==> src/design/card_number_luhn_brand_check_top_defines.svh <==
// Assertion macros shared by the card check design.
`ifndef CARD_NUMBER_LUHN_BRAND_CHECK_TOP_DEFINES_SVH
`define CARD_NUMBER_LUHN_BRAND_CHECK_TOP_DEFINES_SVH

// Same-cycle implication, checked on every rising edge outside reset.
`define CNLBC_ASSERT_NOW(lbl, ante, cons, msg) \
    lbl: assert property (@(posedge i_clk) disable iff (!i_rst_n) (ante) |-> (cons)) \
        else $error(msg);

// Next-cycle implication, checked on every rising edge outside reset.
`define CNLBC_ASSERT_NEXT(lbl, ante, cons, msg) \
    lbl: assert property (@(posedge i_clk) disable iff (!i_rst_n) (ante) |=> (cons)) \
        else $error(msg);

`endif

==> src/design/cnlbc_pkg.sv <==
`timescale 1ns / 1ps

package cnlbc_pkg;

    // Width of the binary card number.
    localparam int CARD_W = 63;
    // Number of decimal digit cells; 2^63 stays below 10^19.
    localparam int NUM_DIGITS = 19;
    // Width of one BCD digit.
    localparam int DIGIT_W = 4;
    // Width of the digit index and of the digit count.
    localparam int IDX_W = 5;

    // Brand codes on the result.
    localparam logic [1:0] BRAND_NONE  = 2'd0;
    localparam logic [1:0] BRAND_ONE   = 2'd1;
    localparam logic [1:0] BRAND_TWO   = 2'd2;
    localparam logic [1:0] BRAND_THREE = 2'd3;

    // Operation of every digit cell in one cycle.
    typedef struct packed {
        logic clear;
        logic conv;
        logic drain;
    } t_cell_ctl;

endpackage

==> src/design/cnlbc_digit_cell.sv <==
`timescale 1ns / 1ps

module cnlbc_digit_cell (
    input  logic                               i_clk,
    input  cnlbc_pkg::t_cell_ctl               i_ctl,
    input  logic                               i_bit,
    input  logic [cnlbc_pkg::DIGIT_W-1:0]      i_digit,
    output logic                               o_carry,
    output logic [cnlbc_pkg::DIGIT_W-1:0]      o_digit
);

    logic [cnlbc_pkg::DIGIT_W-1:0] r_digit;
    logic [cnlbc_pkg::DIGIT_W-1:0] n_digit;
    logic [cnlbc_pkg::DIGIT_W-1:0] w_adj;

    // Add three when the digit is five or more, so the shift carries correctly.
    always_comb begin
        w_adj = (r_digit >= 4'd5) ? (r_digit + 4'd3) : r_digit;
    end

    assign o_carry = w_adj[cnlbc_pkg::DIGIT_W-1];
    assign o_digit = r_digit;

    // Clear, shift one binary bit in, or take the digit of the next higher cell.
    always_comb begin
        n_digit = r_digit;
        if (i_ctl.clear) begin
            n_digit = '0;
        end else if (i_ctl.conv) begin
            n_digit = {w_adj[cnlbc_pkg::DIGIT_W-2:0], i_bit};
        end else if (i_ctl.drain) begin
            n_digit = i_digit;
        end
    end

    always_ff @(posedge i_clk) begin
        r_digit <= n_digit;
    end

endmodule

==> src/design/cnlbc_luhn_scan.sv <==
`timescale 1ns / 1ps

module cnlbc_luhn_scan (
    input  logic                            i_clk,
    input  logic                            i_clear,
    input  logic                            i_valid,
    input  logic [cnlbc_pkg::DIGIT_W-1:0]   i_digit,
    input  logic [cnlbc_pkg::IDX_W-1:0]     i_index,
    output logic [1:0]                      o_brand_code,
    output logic                            o_checksum_ok,
    output logic [cnlbc_pkg::IDX_W-1:0]     o_digit_count
);

    localparam logic [cnlbc_pkg::IDX_W-1:0] LEN_13 = 5'd13;
    localparam logic [cnlbc_pkg::IDX_W-1:0] LEN_15 = 5'd15;
    localparam logic [cnlbc_pkg::IDX_W-1:0] LEN_16 = 5'd16;

    logic [cnlbc_pkg::DIGIT_W-1:0] r_sum;
    logic [cnlbc_pkg::IDX_W-1:0]   r_count;
    logic [cnlbc_pkg::DIGIT_W-1:0] r_prev;
    logic [cnlbc_pkg::DIGIT_W-1:0] r_hi;
    logic [cnlbc_pkg::DIGIT_W-1:0] r_lo;
    logic [cnlbc_pkg::DIGIT_W-1:0] w_term;
    logic [cnlbc_pkg::DIGIT_W:0]   w_add;
    logic [cnlbc_pkg::DIGIT_W-1:0] n_sum;

    // Digits at odd index (even position from the right) are doubled and folded.
    always_comb begin
        if (i_index[0]) begin
            w_term = (i_digit >= 4'd5) ? ((i_digit << 1) - 4'd9) : (i_digit << 1);
        end else begin
            w_term = i_digit;
        end
        w_add = {1'b0, r_sum} + {1'b0, w_term};
        n_sum = (w_add >= 5'd10) ? 4'(w_add - 5'd10) : w_add[cnlbc_pkg::DIGIT_W-1:0];
    end

    // Running sum modulo ten, length and the two leading digits.
    always_ff @(posedge i_clk) begin
        if (i_clear) begin
            r_sum   <= '0;
            r_count <= '0;
            r_prev  <= '0;
            r_hi    <= '0;
            r_lo    <= '0;
        end else if (i_valid) begin
            r_sum  <= n_sum;
            r_prev <= i_digit;
            if (i_digit != '0) begin
                r_count <= i_index + 5'd1;
                r_hi    <= i_digit;
                r_lo    <= r_prev;
            end
        end
    end

    // Brand rules in priority order; every brand needs a passing checksum.
    always_comb begin
        o_checksum_ok = (r_sum == '0);
        o_digit_count = r_count;
        o_brand_code  = cnlbc_pkg::BRAND_NONE;
        if (o_checksum_ok) begin
            if (r_hi == 4'd3 && (r_lo == 4'd4 || r_lo == 4'd7) && r_count == LEN_15) begin
                o_brand_code = cnlbc_pkg::BRAND_ONE;
            end else if (r_hi == 4'd5 && r_lo >= 4'd1 && r_lo <= 4'd5
                         && r_count == LEN_16) begin
                o_brand_code = cnlbc_pkg::BRAND_TWO;
            end else if (r_hi == 4'd4 && (r_count == LEN_13 || r_count == LEN_16)) begin
                o_brand_code = cnlbc_pkg::BRAND_THREE;
            end
        end
    end

endmodule

==> src/design/card_number_luhn_brand_check_top.sv <==
`timescale 1ns / 1ps
// Card number check: give a 63-bit binary card number with start while busy is low.
// The number is converted to 19 BCD digits in a row of digit cells, one binary bit per
// cycle, then the digits are shifted out of the row one per cycle into the Luhn and
// prefix scanner. The result appears on o_valid for exactly one cycle, and the next item
// can be taken in that same cycle, so work on one item ends before the next is accepted.
// The receiver cannot stall: o_valid is a strobe and the result fields keep their value
// until the next result.

`include "card_number_luhn_brand_check_top_defines.svh"

module card_number_luhn_brand_check_top (
    input  logic                          i_clk,
    input  logic                          i_rst_n,
    input  logic                          start,
    output logic                          busy,
    input  logic [cnlbc_pkg::CARD_W-1:0]  i_card_number,
    output logic                          o_valid,
    output logic [1:0]                    o_brand_code,
    output logic                          o_checksum_ok,
    output logic [cnlbc_pkg::IDX_W-1:0]   o_digit_count
);

    localparam int CNT_W = $clog2(cnlbc_pkg::CARD_W);
    localparam logic [CNT_W-1:0] CONV_LAST  = CNT_W'(cnlbc_pkg::CARD_W - 1);
    localparam logic [CNT_W-1:0] DRAIN_LAST = CNT_W'(cnlbc_pkg::NUM_DIGITS - 1);

    typedef enum logic [1:0] {
        S_IDLE,
        S_CONV,
        S_DRAIN,
        S_DONE
    } t_state;

    t_state                            r_state;
    logic [CNT_W-1:0]                  r_cnt;
    logic [cnlbc_pkg::CARD_W-1:0]      r_bits;
    logic                              w_accept;
    cnlbc_pkg::t_cell_ctl              w_ctl;
    logic [cnlbc_pkg::NUM_DIGITS:0]    w_carry;
    logic [cnlbc_pkg::DIGIT_W-1:0]     w_digit [cnlbc_pkg::NUM_DIGITS+1];
    logic [1:0]                        w_brand;
    logic                              w_ok;
    logic [cnlbc_pkg::IDX_W-1:0]       w_count;

    assign busy     = (r_state != S_IDLE);
    assign w_accept = start && !busy;

    // Cell operation follows the phase of the sequencer.
    always_comb begin
        w_ctl.clear = w_accept;
        w_ctl.conv  = (r_state == S_CONV);
        w_ctl.drain = (r_state == S_DRAIN);
    end

    // The binary number enters the row most significant bit first.
    assign w_carry[0] = r_bits[cnlbc_pkg::CARD_W-1];
    assign w_digit[cnlbc_pkg::NUM_DIGITS] = '0;

    // Row of BCD digit cells, least significant digit in cell zero.
    for (genvar g = 0; g < cnlbc_pkg::NUM_DIGITS; g++) begin : g_cell
        cnlbc_digit_cell u_cell (
            .i_clk   (i_clk),
            .i_ctl   (w_ctl),
            .i_bit   (w_carry[g]),
            .i_digit (w_digit[g+1]),
            .o_carry (w_carry[g+1]),
            .o_digit (w_digit[g])
        );
    end

    // Scanner takes the digits as they leave cell zero, lowest digit first.
    cnlbc_luhn_scan u_scan (
        .i_clk         (i_clk),
        .i_clear       (w_accept),
        .i_valid       (w_ctl.drain),
        .i_digit       (w_digit[0]),
        .i_index       (r_cnt[cnlbc_pkg::IDX_W-1:0]),
        .o_brand_code  (w_brand),
        .o_checksum_ok (w_ok),
        .o_digit_count (w_count)
    );

    // Sequencer: conversion, drain, then one result strobe.
    always_ff @(posedge i_clk) begin
        if (!i_rst_n) begin
            r_state <= S_IDLE;
            r_cnt   <= '0;
            o_valid <= 1'b0;
        end else begin
            o_valid <= (r_state == S_DONE);
            case (r_state)
                S_IDLE: begin
                    if (w_accept) begin
                        r_state <= S_CONV;
                        r_cnt   <= '0;
                    end
                end
                S_CONV: begin
                    if (r_cnt == CONV_LAST) begin
                        r_state <= S_DRAIN;
                        r_cnt   <= '0;
                    end else begin
                        r_cnt <= r_cnt + 1'b1;
                    end
                end
                S_DRAIN: begin
                    if (r_cnt == DRAIN_LAST) begin
                        r_state <= S_DONE;
                        r_cnt   <= '0;
                    end else begin
                        r_cnt <= r_cnt + 1'b1;
                    end
                end
                S_DONE: begin
                    r_state <= S_IDLE;
                end
                default: begin
                    r_state <= S_IDLE;
                end
            endcase
        end
    end

    // Input shift register and result fields carry no reset.
    always_ff @(posedge i_clk) begin
        if (w_accept) begin
            r_bits <= i_card_number;
        end else if (r_state == S_CONV) begin
            r_bits <= {r_bits[cnlbc_pkg::CARD_W-2:0], 1'b0};
        end
        if (r_state == S_DONE) begin
            o_brand_code  <= w_brand;
            o_checksum_ok <= w_ok;
            o_digit_count <= w_count;
        end
    end

    `CNLBC_ASSERT_NEXT(a_accept_busy, w_accept, busy, "Accepted item did not start work.")
    `CNLBC_ASSERT_NOW(a_no_overflow, r_state == S_CONV, !w_carry[cnlbc_pkg::NUM_DIGITS],
        "Conversion overflowed the digit row.")
    `CNLBC_ASSERT_NOW(a_brand_needs_ok, o_valid && o_brand_code != cnlbc_pkg::BRAND_NONE,
        o_checksum_ok, "Brand reported without a passing checksum.")
    `CNLBC_ASSERT_NOW(a_count_range, o_valid,
        o_digit_count <= 5'(cnlbc_pkg::NUM_DIGITS), "Digit count out of range.")
    `CNLBC_ASSERT_NEXT(a_single_strobe, o_valid, !o_valid, "Result strobe lasted two cycles.")

endmodule
==> config.mk <==
export PLATFORM = sky130hd
export DESIGN_NAME = card_number_luhn_brand_check_top
export DESIGN_NICKNAME = d
export VERILOG_FILES = /design/src/design/cnlbc_pkg.sv /design/src/design/cnlbc_digit_cell.sv /design/src/design/cnlbc_luhn_scan.sv /design/src/design/card_number_luhn_brand_check_top.sv
export VERILOG_INCLUDE_DIRS = /design/src /design/src/design
export SDC_FILE = /design/constraint.sdc
export NUM_CORES = 1
export LEC_CHECK = 0
export ABC_AREA = 1
export CORE_UTILIZATION = 63
export CTS_CLUSTER_SIZE = 12
export DETAILED_ROUTE_END_ITERATION = 16
export DONT_BUFFER_PORTS = 1
export PLACE_DENSITY_LB_ADDON = 0.15
export SYNTH_ARGS = -nofsm -noshare
export SYNTH_HDL_FRONTEND = slang
export SYNTH_SLANG_ARGS = --single-unit
==> constraint.sdc <==
create_clock -name i_clk -period 4 [get_ports i_clk]
set_input_delay 0.8 -clock i_clk [delete_from_list [all_inputs] [get_ports i_clk]]
set_output_delay 0.8 -clock i_clk [all_outputs]
set_load 0.01 [all_outputs]
==> results.py, run 1 <==
metrics = {
    "detailed_routing": {
        "wirelength_um": 19100,
        "dr.pass1.iters": 12,
        "antenna_left": 0,
        "drc": 4,
        "viasPerCell": 5.64,
        "drtIter0Drc": 662,
        "vias": 7840,
        "wl_per_cell_um": 13.8,
    },
    "timing": {
        "finalHoldViolCount": 0,
        "worst_pin_slew_ps": 950,
        "finalCriticalPeriod_ps": 3120,
        "finalCritPeriodShare_pct": 78.1,
        "maxSlewHeadroom_pct": 36.5,
        "finalSetupViolCount": 0,
        "finalSetupTns_ps": 0,
        "fmax_mhz": 320,
        "clock-skew-final_ps": 12.1,
        "rsz0062_at_grt": "no",
        "finalMaxSlewViolations": 0,
    },
    "clock_network": {
        "cts_num_sinks": 177,
        "cts_buffer_depth": 2,
        "clk_pin_slew_ps": 70,
        "cts_resized": 0,
        "cts_made_buffers": 17,
        "cts-hold-fix-buffers": 0,
        "cts_tree": "built",
        "cts_setup_buffers": 0,
        "clkLatencyLatePin_ps": 440,
        "h-tree-depth": 4,
        "root_buffer": "clkbuf_16",
    },
    "global_route": {
        "grt_first_pass_wirelength_um": 33300,
        "track_usage_pct": 25.7,
        "antenna_found_initial": 0,
        "grt_max_degree": 71,
        "grt_pass1_vias": 7334,
        "grt.overflow.total": 0,
    },
    "floorplanning": {
        "core_sq_um": 14600,
        "start_util_pct": 65.1,
        "fp.dieArea_sq_um": 15600,
        "row_count": 44,
        "fp.dieH_um": 125,
        "ios": 76,
        "die_w_um": 125,
    },
    "min_path": {
        "hold_class": "in2reg",
        "hold_start": "i_rst_n",
        "hold_end": "o_valid",
        "holdPathStages": 2,
    },
    "placement": {
        "hpwl_um": 11800,
        "gp_congestion": 0.803,
        "numPortBuffers": 0,
    },
    "yosys": {
        "avgSynthCellArea_sq_um": 7.79,
        "synth_cells": 1224,
        "synthesis.nets": 1342,
        "ys_ff_latch": 177,
        "synthesis.area_sq_um": 9540,
        "yosys_warnings": 0,
        "yosysSeqAreaShare_pct": 44.6,
        "synth_cell_types": 38,
    },
    "critical_path": {
        "start_kind": "register",
        "ff2ff_setup_slack_ps": 880,
        "worstPathMaxFanout": 6,
        "crit_required_ps": 4330,
        "reg2reg_to": "u_scan.r_sum[1]",
        "worstReg2RegStart": "g_cell[0].u_cell.o_digit[0]",
        "critPathKind": "reg2reg",
        "critical_path_arrival_ps": 3450,
        "end_kind": "register",
        "rr_worst_depth": 19,
    },
    "cells_and_area": {
        "antenna_cells": 0,
        "drive_gt1_share_pct": 4.89,
        "nNetsFinal": 1311,
        "n_fill_cell": 1177,
        "multiInputGateArea_sq_um": 4530,
        "seqCellArea_sq_um": 4250,
        "syn2layout_area_growth_pct": 6.68,
        "fin_util_pct": 69.5,
    },
    "power_and_ir_drop": {
        "peakVddDrop_v": 0.000459,
        "power_density_nw_per_um2": 855,
        "p_leak_nw": 4.25,
    },
    "run_status": {
        "status": "finished with violations",
        "violations": "DRC",
    },
    "job": {
        "maxCapViolCount": 0,
    },
}
## cell families after synthesis
group                      after synthesis  synth area share, %
adders and majority gates               52                 6.90
buffers and inverters                  185                 7.96
DFF                                    177                 44.6
xor gates and xnor gates                22                 2.10
AOI/OAI and AO/OA                      324                 18.4
and+or+nand+nor                        464                 20.0
## worst max-delay path, cell delays in order, from the launching register on
cell and delay, ps:
dfxtp_1 480, inv_1 120, ha_1 220, or2_4 260, nand2_4 110, nand2_1 50
o21ai_0 80, ha_1 200, inv_1 60, fa_1 400, inv_1 80, nand2_1 60
and2_1 150, ha_1 230, nand2_1 70, nand3_1 90, nand2_1 100, nor2_1 50
o21ai_0 170, inv_1 50
## synthesized netlist by cell type (all sizes together)
master,instances,share of area (%)
xnor2,2,0.18
nor4,1,0.066
xor2,20,1.9
o211ai,18,1.4
o21ai,121,6.4
nand2,339,13
edfxtp,71,22
o2111ai,1,0.092
nand4,3,0.20
nor2,30,1.2
a31oi,2,0.13
buf,38,2.2
nor3,6,0.31
inv,126,5.0
or2,20,1.3
a21oi,159,8.4
a21boi,1,0.079
a211oi,1,0.079
ha,51,6.7
a221oi,18,1.7
nand3,64,3.4
and2,1,0.066
dfxtp,106,22
fa,1,0.21
o21a,3,0.24
clkbuf,21,0.83
## layer usage
metal | global-route usage, % | share of wire, % | up-vias | wire length (um)
li1 | - | - | 4037 | -
met5 | 0 | 0 | - | 0
met1 | 34.4 | 48 | 3576 | 9090
met3 | 6.12 | 5.3 | 25 | 1020
met4 | 8.11 | 1.2 | 0 | 238
met2 | 41.4 | 46 | 202 | 8760
## state kept, by name, indices dropped and copies added (netlist names)
signal                 count
g_cell.u_cell.o_digit     76
r_bits                    63
r_cnt                      6
o_digit_count              5
u_scan.o_digit_count       5
u_scan.r_hi                4
u_scan.r_lo                4
u_scan.r_prev              4
u_scan.r_sum               4
o_brand_code               2
r_state                    2
o_checksum_ok              1
o_valid                    1
## layout make-up
cell class	instances	share of cell area (%)
inverter	126	4.66
multi-input combinational	862	44.6
tap	184	2.26
sequential	177	41.8
clock inverter	14	1.45
timing repair buffer	9	0.910
clock buffer	18	4.32
## worst max path at each step
stage	start	slack, ps	depth (start not counted)	to
5_1_grt	g_cell[0].u_cell.o_digit[0]	560	19	u_scan.r_sum[1]
2_1_floorplan	start	940	4	r_bits[0]
3_5_place_dp	g_cell[0].u_cell.o_digit[0]	910	19	u_scan.r_sum[1]
3_3_place_gp	g_cell[0].u_cell.o_digit[0]	990	19	u_scan.r_sum[1]
4_1_cts	g_cell[0].u_cell.o_digit[0]	870	19	u_scan.r_sum[1]
6_report	g_cell[0].u_cell.o_digit[0]	880	19	u_scan.r_sum[1]
## report_power, final
group / switching (mW) / total [mW] / internal (mW) / leakage [nW]
Combinational: 2.43 / 3.73 / 1.30 / 2.40
Sequential: 0.496 / 3.32 / 2.82 / 1.57
Clock: 0.749 / 1.65 / 0.896 / 0.283
Total: 3.68 / 8.70 / 5.02 / 4.25
## cells in the final DEF, fill, tap and decap left out, drive strengths merged, types with 20 or more instances in the layout
master and instances:
xor2 20, inv 132, nand3 64, ha 51
a21oi 159, nand2 339, o21ai 121, or2 20
dfxtp 106, nor2 30, edfxtp 71
## per-stage QoR
step / power [mW] / instance area (sq um) / setup WS [ps] / hold WS (ps) / cells
5_1_grt: 9.49 / 10200 / 558 / 483 / 1390
3_5_place_dp: 7.03 / 9590 / 912 / 452 / 1358
6_report: 8.70 / 10200 / 877 / 460 / 1390
3_3_place_gp: 6.92 / 9590 / 993 / 448 / 1358
2_1_floorplan: 6.26 / 9540 / 945 / 437 / 1224
4_1_cts: 8.72 / 10200 / 874 / 449 / 1390
No activity file was read; power rests on OpenSTA's default activity.
==> inputs of run 2 (changes only) <==
CORE_UTILIZATION = 58   (was 63)
clock period = 2.6 ns   (was 4 ns; I/O delays follow)
==> run 2 against run 1 <==
Compared with the run above: the run now ends clean; non-clock buffer count up 19; total power up 62%; global-route usage down 1.3 points; routed wire length up 2.4%; setup slack worse by 870 ps; count of clock-buffer cells in the layout down 1; via count up 0.22%; first-iteration DRC count down 3.5%; clock skew down 4.6 ps; sequential cell count unchanged.
==> results.py, run 2 (synthesis results as in run 1) <==
metrics = {
    "clock_network": {
        "cts_tree": "built",
        "cts_buffer_depth": 2,
        "cts_made_buffers": 17,
        "root_buffer": "clkbuf_16",
        "clk_pin_slew_ps": 70,
        "cts_num_sinks": 177,
        "h-tree-depth": 4,
        "clkLatencyLatePin_ps": 430,
    },
    "placement": {
        "placedCellCount": 1407,
        "numPortBuffers": 0,
        "hpwl_um": 12300,
        "dpl_cell_area_sq_um": 9820,
        "post-place-ws_ps": -130,
        "gp_congestion": 0.848,
    },
    "floorplanning": {
        "fp.dieH_um": 130,
        "die_w_um": 130,
        "fp.dieArea_sq_um": 17000,
        "row_count": 46,
        "ios": 76,
        "start_util_pct": 59.8,
        "core_sq_um": 15900,
    },
    "cells_and_area": {
        "finalInstanceArea_sq_um": 10500,
        "nNetsFinal": 1330,
        "drive_gt1_share_pct": 7.92,
        "fin_util_pct": 66.0,
        "antenna_cells": 0,
        "largest_reg_flops": 76,
        "syn2layout_area_growth_pct": 10.4,
        "finalNonFillerCells": 1441,
        "final_cell_mix": "330 x nand2_1, 157 x a21oi_1, 117 x inv_1",
        "layout_commonest_cell": "nand2_1",
    },
    "power_and_ir_drop": {
        "peakVddDrop_v": 0.000772,
        "combPwrFrac_pct": 44.7,
        "seqPwrFrac_pct": 36.0,
        "p_clk_share_pct": 19.3,
        "p_leak_nw": 4.40,
        "power_density_nw_per_um2": 1340,
        "intPower_mw": 8.26,
        "switching_share_pct": 41.5,
        "p_sw_mw": 5.85,
    },
    "timing": {
        "worst_pin_slew_ps": 655,
        "finalCriticalPeriod_ps": 2590,
        "maxSlewHeadroom_pct": 55.9,
        "finalMaxSlewViolations": 0,
        "rsz0062_at_grt": "yes",
        "clock-skew-final_ps": 7.57,
        "fin_ws_ps": 8.99,
        "finalCritPeriodShare_pct": 99.7,
        "finalHoldViolCount": 0,
        "finalSetupViolCount": 0,
        "fmax_mhz": 386,
    },
    "critical_path": {
        "critical_path_arrival_ps": 2920,
        "critPathKind": "reg2reg",
        "end_kind": "register",
        "crit_required_ps": 2930,
        "start_kind": "register",
        "cpMaxStageDelayCell": "dfxtp_4",
        "slowest_delay_ps": 380,
        "cp-startpoint": "g_cell[0].u_cell.o_digit[0]",
        "worstReg2RegStart": "g_cell[0].u_cell.o_digit[0]",
        "cpMostUsedCell": "nand2_2",
        "worstPathMaxFanout": 5,
        "path_cells": "inv_4, ha_4, or2_4, nand2_8, nand2_4, o21ai_2, ha_2, inv_2, fa_2, inv_2, nand2_2, and2_4, ha_4, nand2_2, nand3_2, nand2_2, nor2_1, o21ai_1, inv_1",
    },
    "run_status": {
        "status": "finished, final reports clean",
    },
    "detailed_routing": {
        "dr.pass1.iters": 5,
        "drc": 0,
        "route.met2.wl_um": 8980,
        "drtIter0Drc": 639,
        "antenna_left": 0,
        "m1WireLength_um": 9470,
        "wirelength_um": 19600,
        "vias": 7857,
        "wl_per_cell_um": 13.6,
        "routed.top_layer": "met4",
        "dr_wl_met3_um": 926,
        "viasPerCell": 5.45,
    },
    "global_route": {
        "grt_pass1_vias": 7247,
        "grt_max_degree": 90,
        "grt_first_pass_wirelength_um": 33200,
        "track_usage_pct": 24.4,
        "antenna_found_initial": 0,
        "grt.overflow.total": 0,
    },
    "min_path": {
        "hold_class": "in2reg",
        "hold_start": "i_rst_n",
    },
    "job": {
        "maxCapViolCount": 0,
    },
}
run 2: area by class of cell:
type,count,area [sq um]
multi-input cells,862,4610
fillers,1393,5420
flip-flops and latches,177,4260
well taps,216,270
repair buffers,28,285
inverters,126,477
clock inverters,15,196
clock buffers,17,425
run 2: critical path, delay by kind of cell, from the launching register on:
family | cells | cell delay (ps)
AO/OA/AOI/OAI | 2 | 180
adder cells (fa/ha/maj) | 4 | 880
buffers and inverters | 4 | 190
flip-flops | 1 | 380
AND/OR/NAND/NOR | 9 | 860
run 2: power groups by stage:
stage	Sequential, mW	Clock [mW]	Combinational (mW)
2_1_floorplan	4.92	0	4.73
3_3_place_gp	5.09	0	5.94
3_5_place_dp	5.10	0	6.09
4_1_cts	5.07	2.76	6.26
5_1_grt	5.24	2.87	7.19
6_report	5.08	2.72	6.31
run 2: final timing paths:
path,endpoint,slack [ps],cells past startpoint
max,u_scan.r_sum[1],9,19
min,o_valid,180,2
max reg2reg,u_scan.r_sum[1],9,19
min reg2reg,u_scan.r_prev[2],470,2
run 2: metal layers:
| metal | up-vias | GRT usage (%) |
|---|---|---|
| met5 | - | 0 |
| met1 | 3601 | 33.3 |
| met3 | 19 | 5.29 |
| met2 | 163 | 39.2 |
| met4 | 0 | 6.77 |
| li1 | 4074 | - |
run 2: per-stage QoR:
step	setup TNS [ps]	total power, mW	hold slack (ps)
after CTS	-36.2	14.1	171
after detailed placement	-242	11.2	454
final	0	14.1	183
after floorplan	0	9.66	437
after global placement	-20.0	11.0	449
after global routing	-279	15.3	172
run 2: what timing repair did:
action / CTS / global route
buffers inserted: 2 / 0
pin swaps: 12 / 8
gates resized for setup: 12 / 6
setup endpoints to repair: 3 / 3
hold buffers: 0 / 0
cloned: 0 / 0
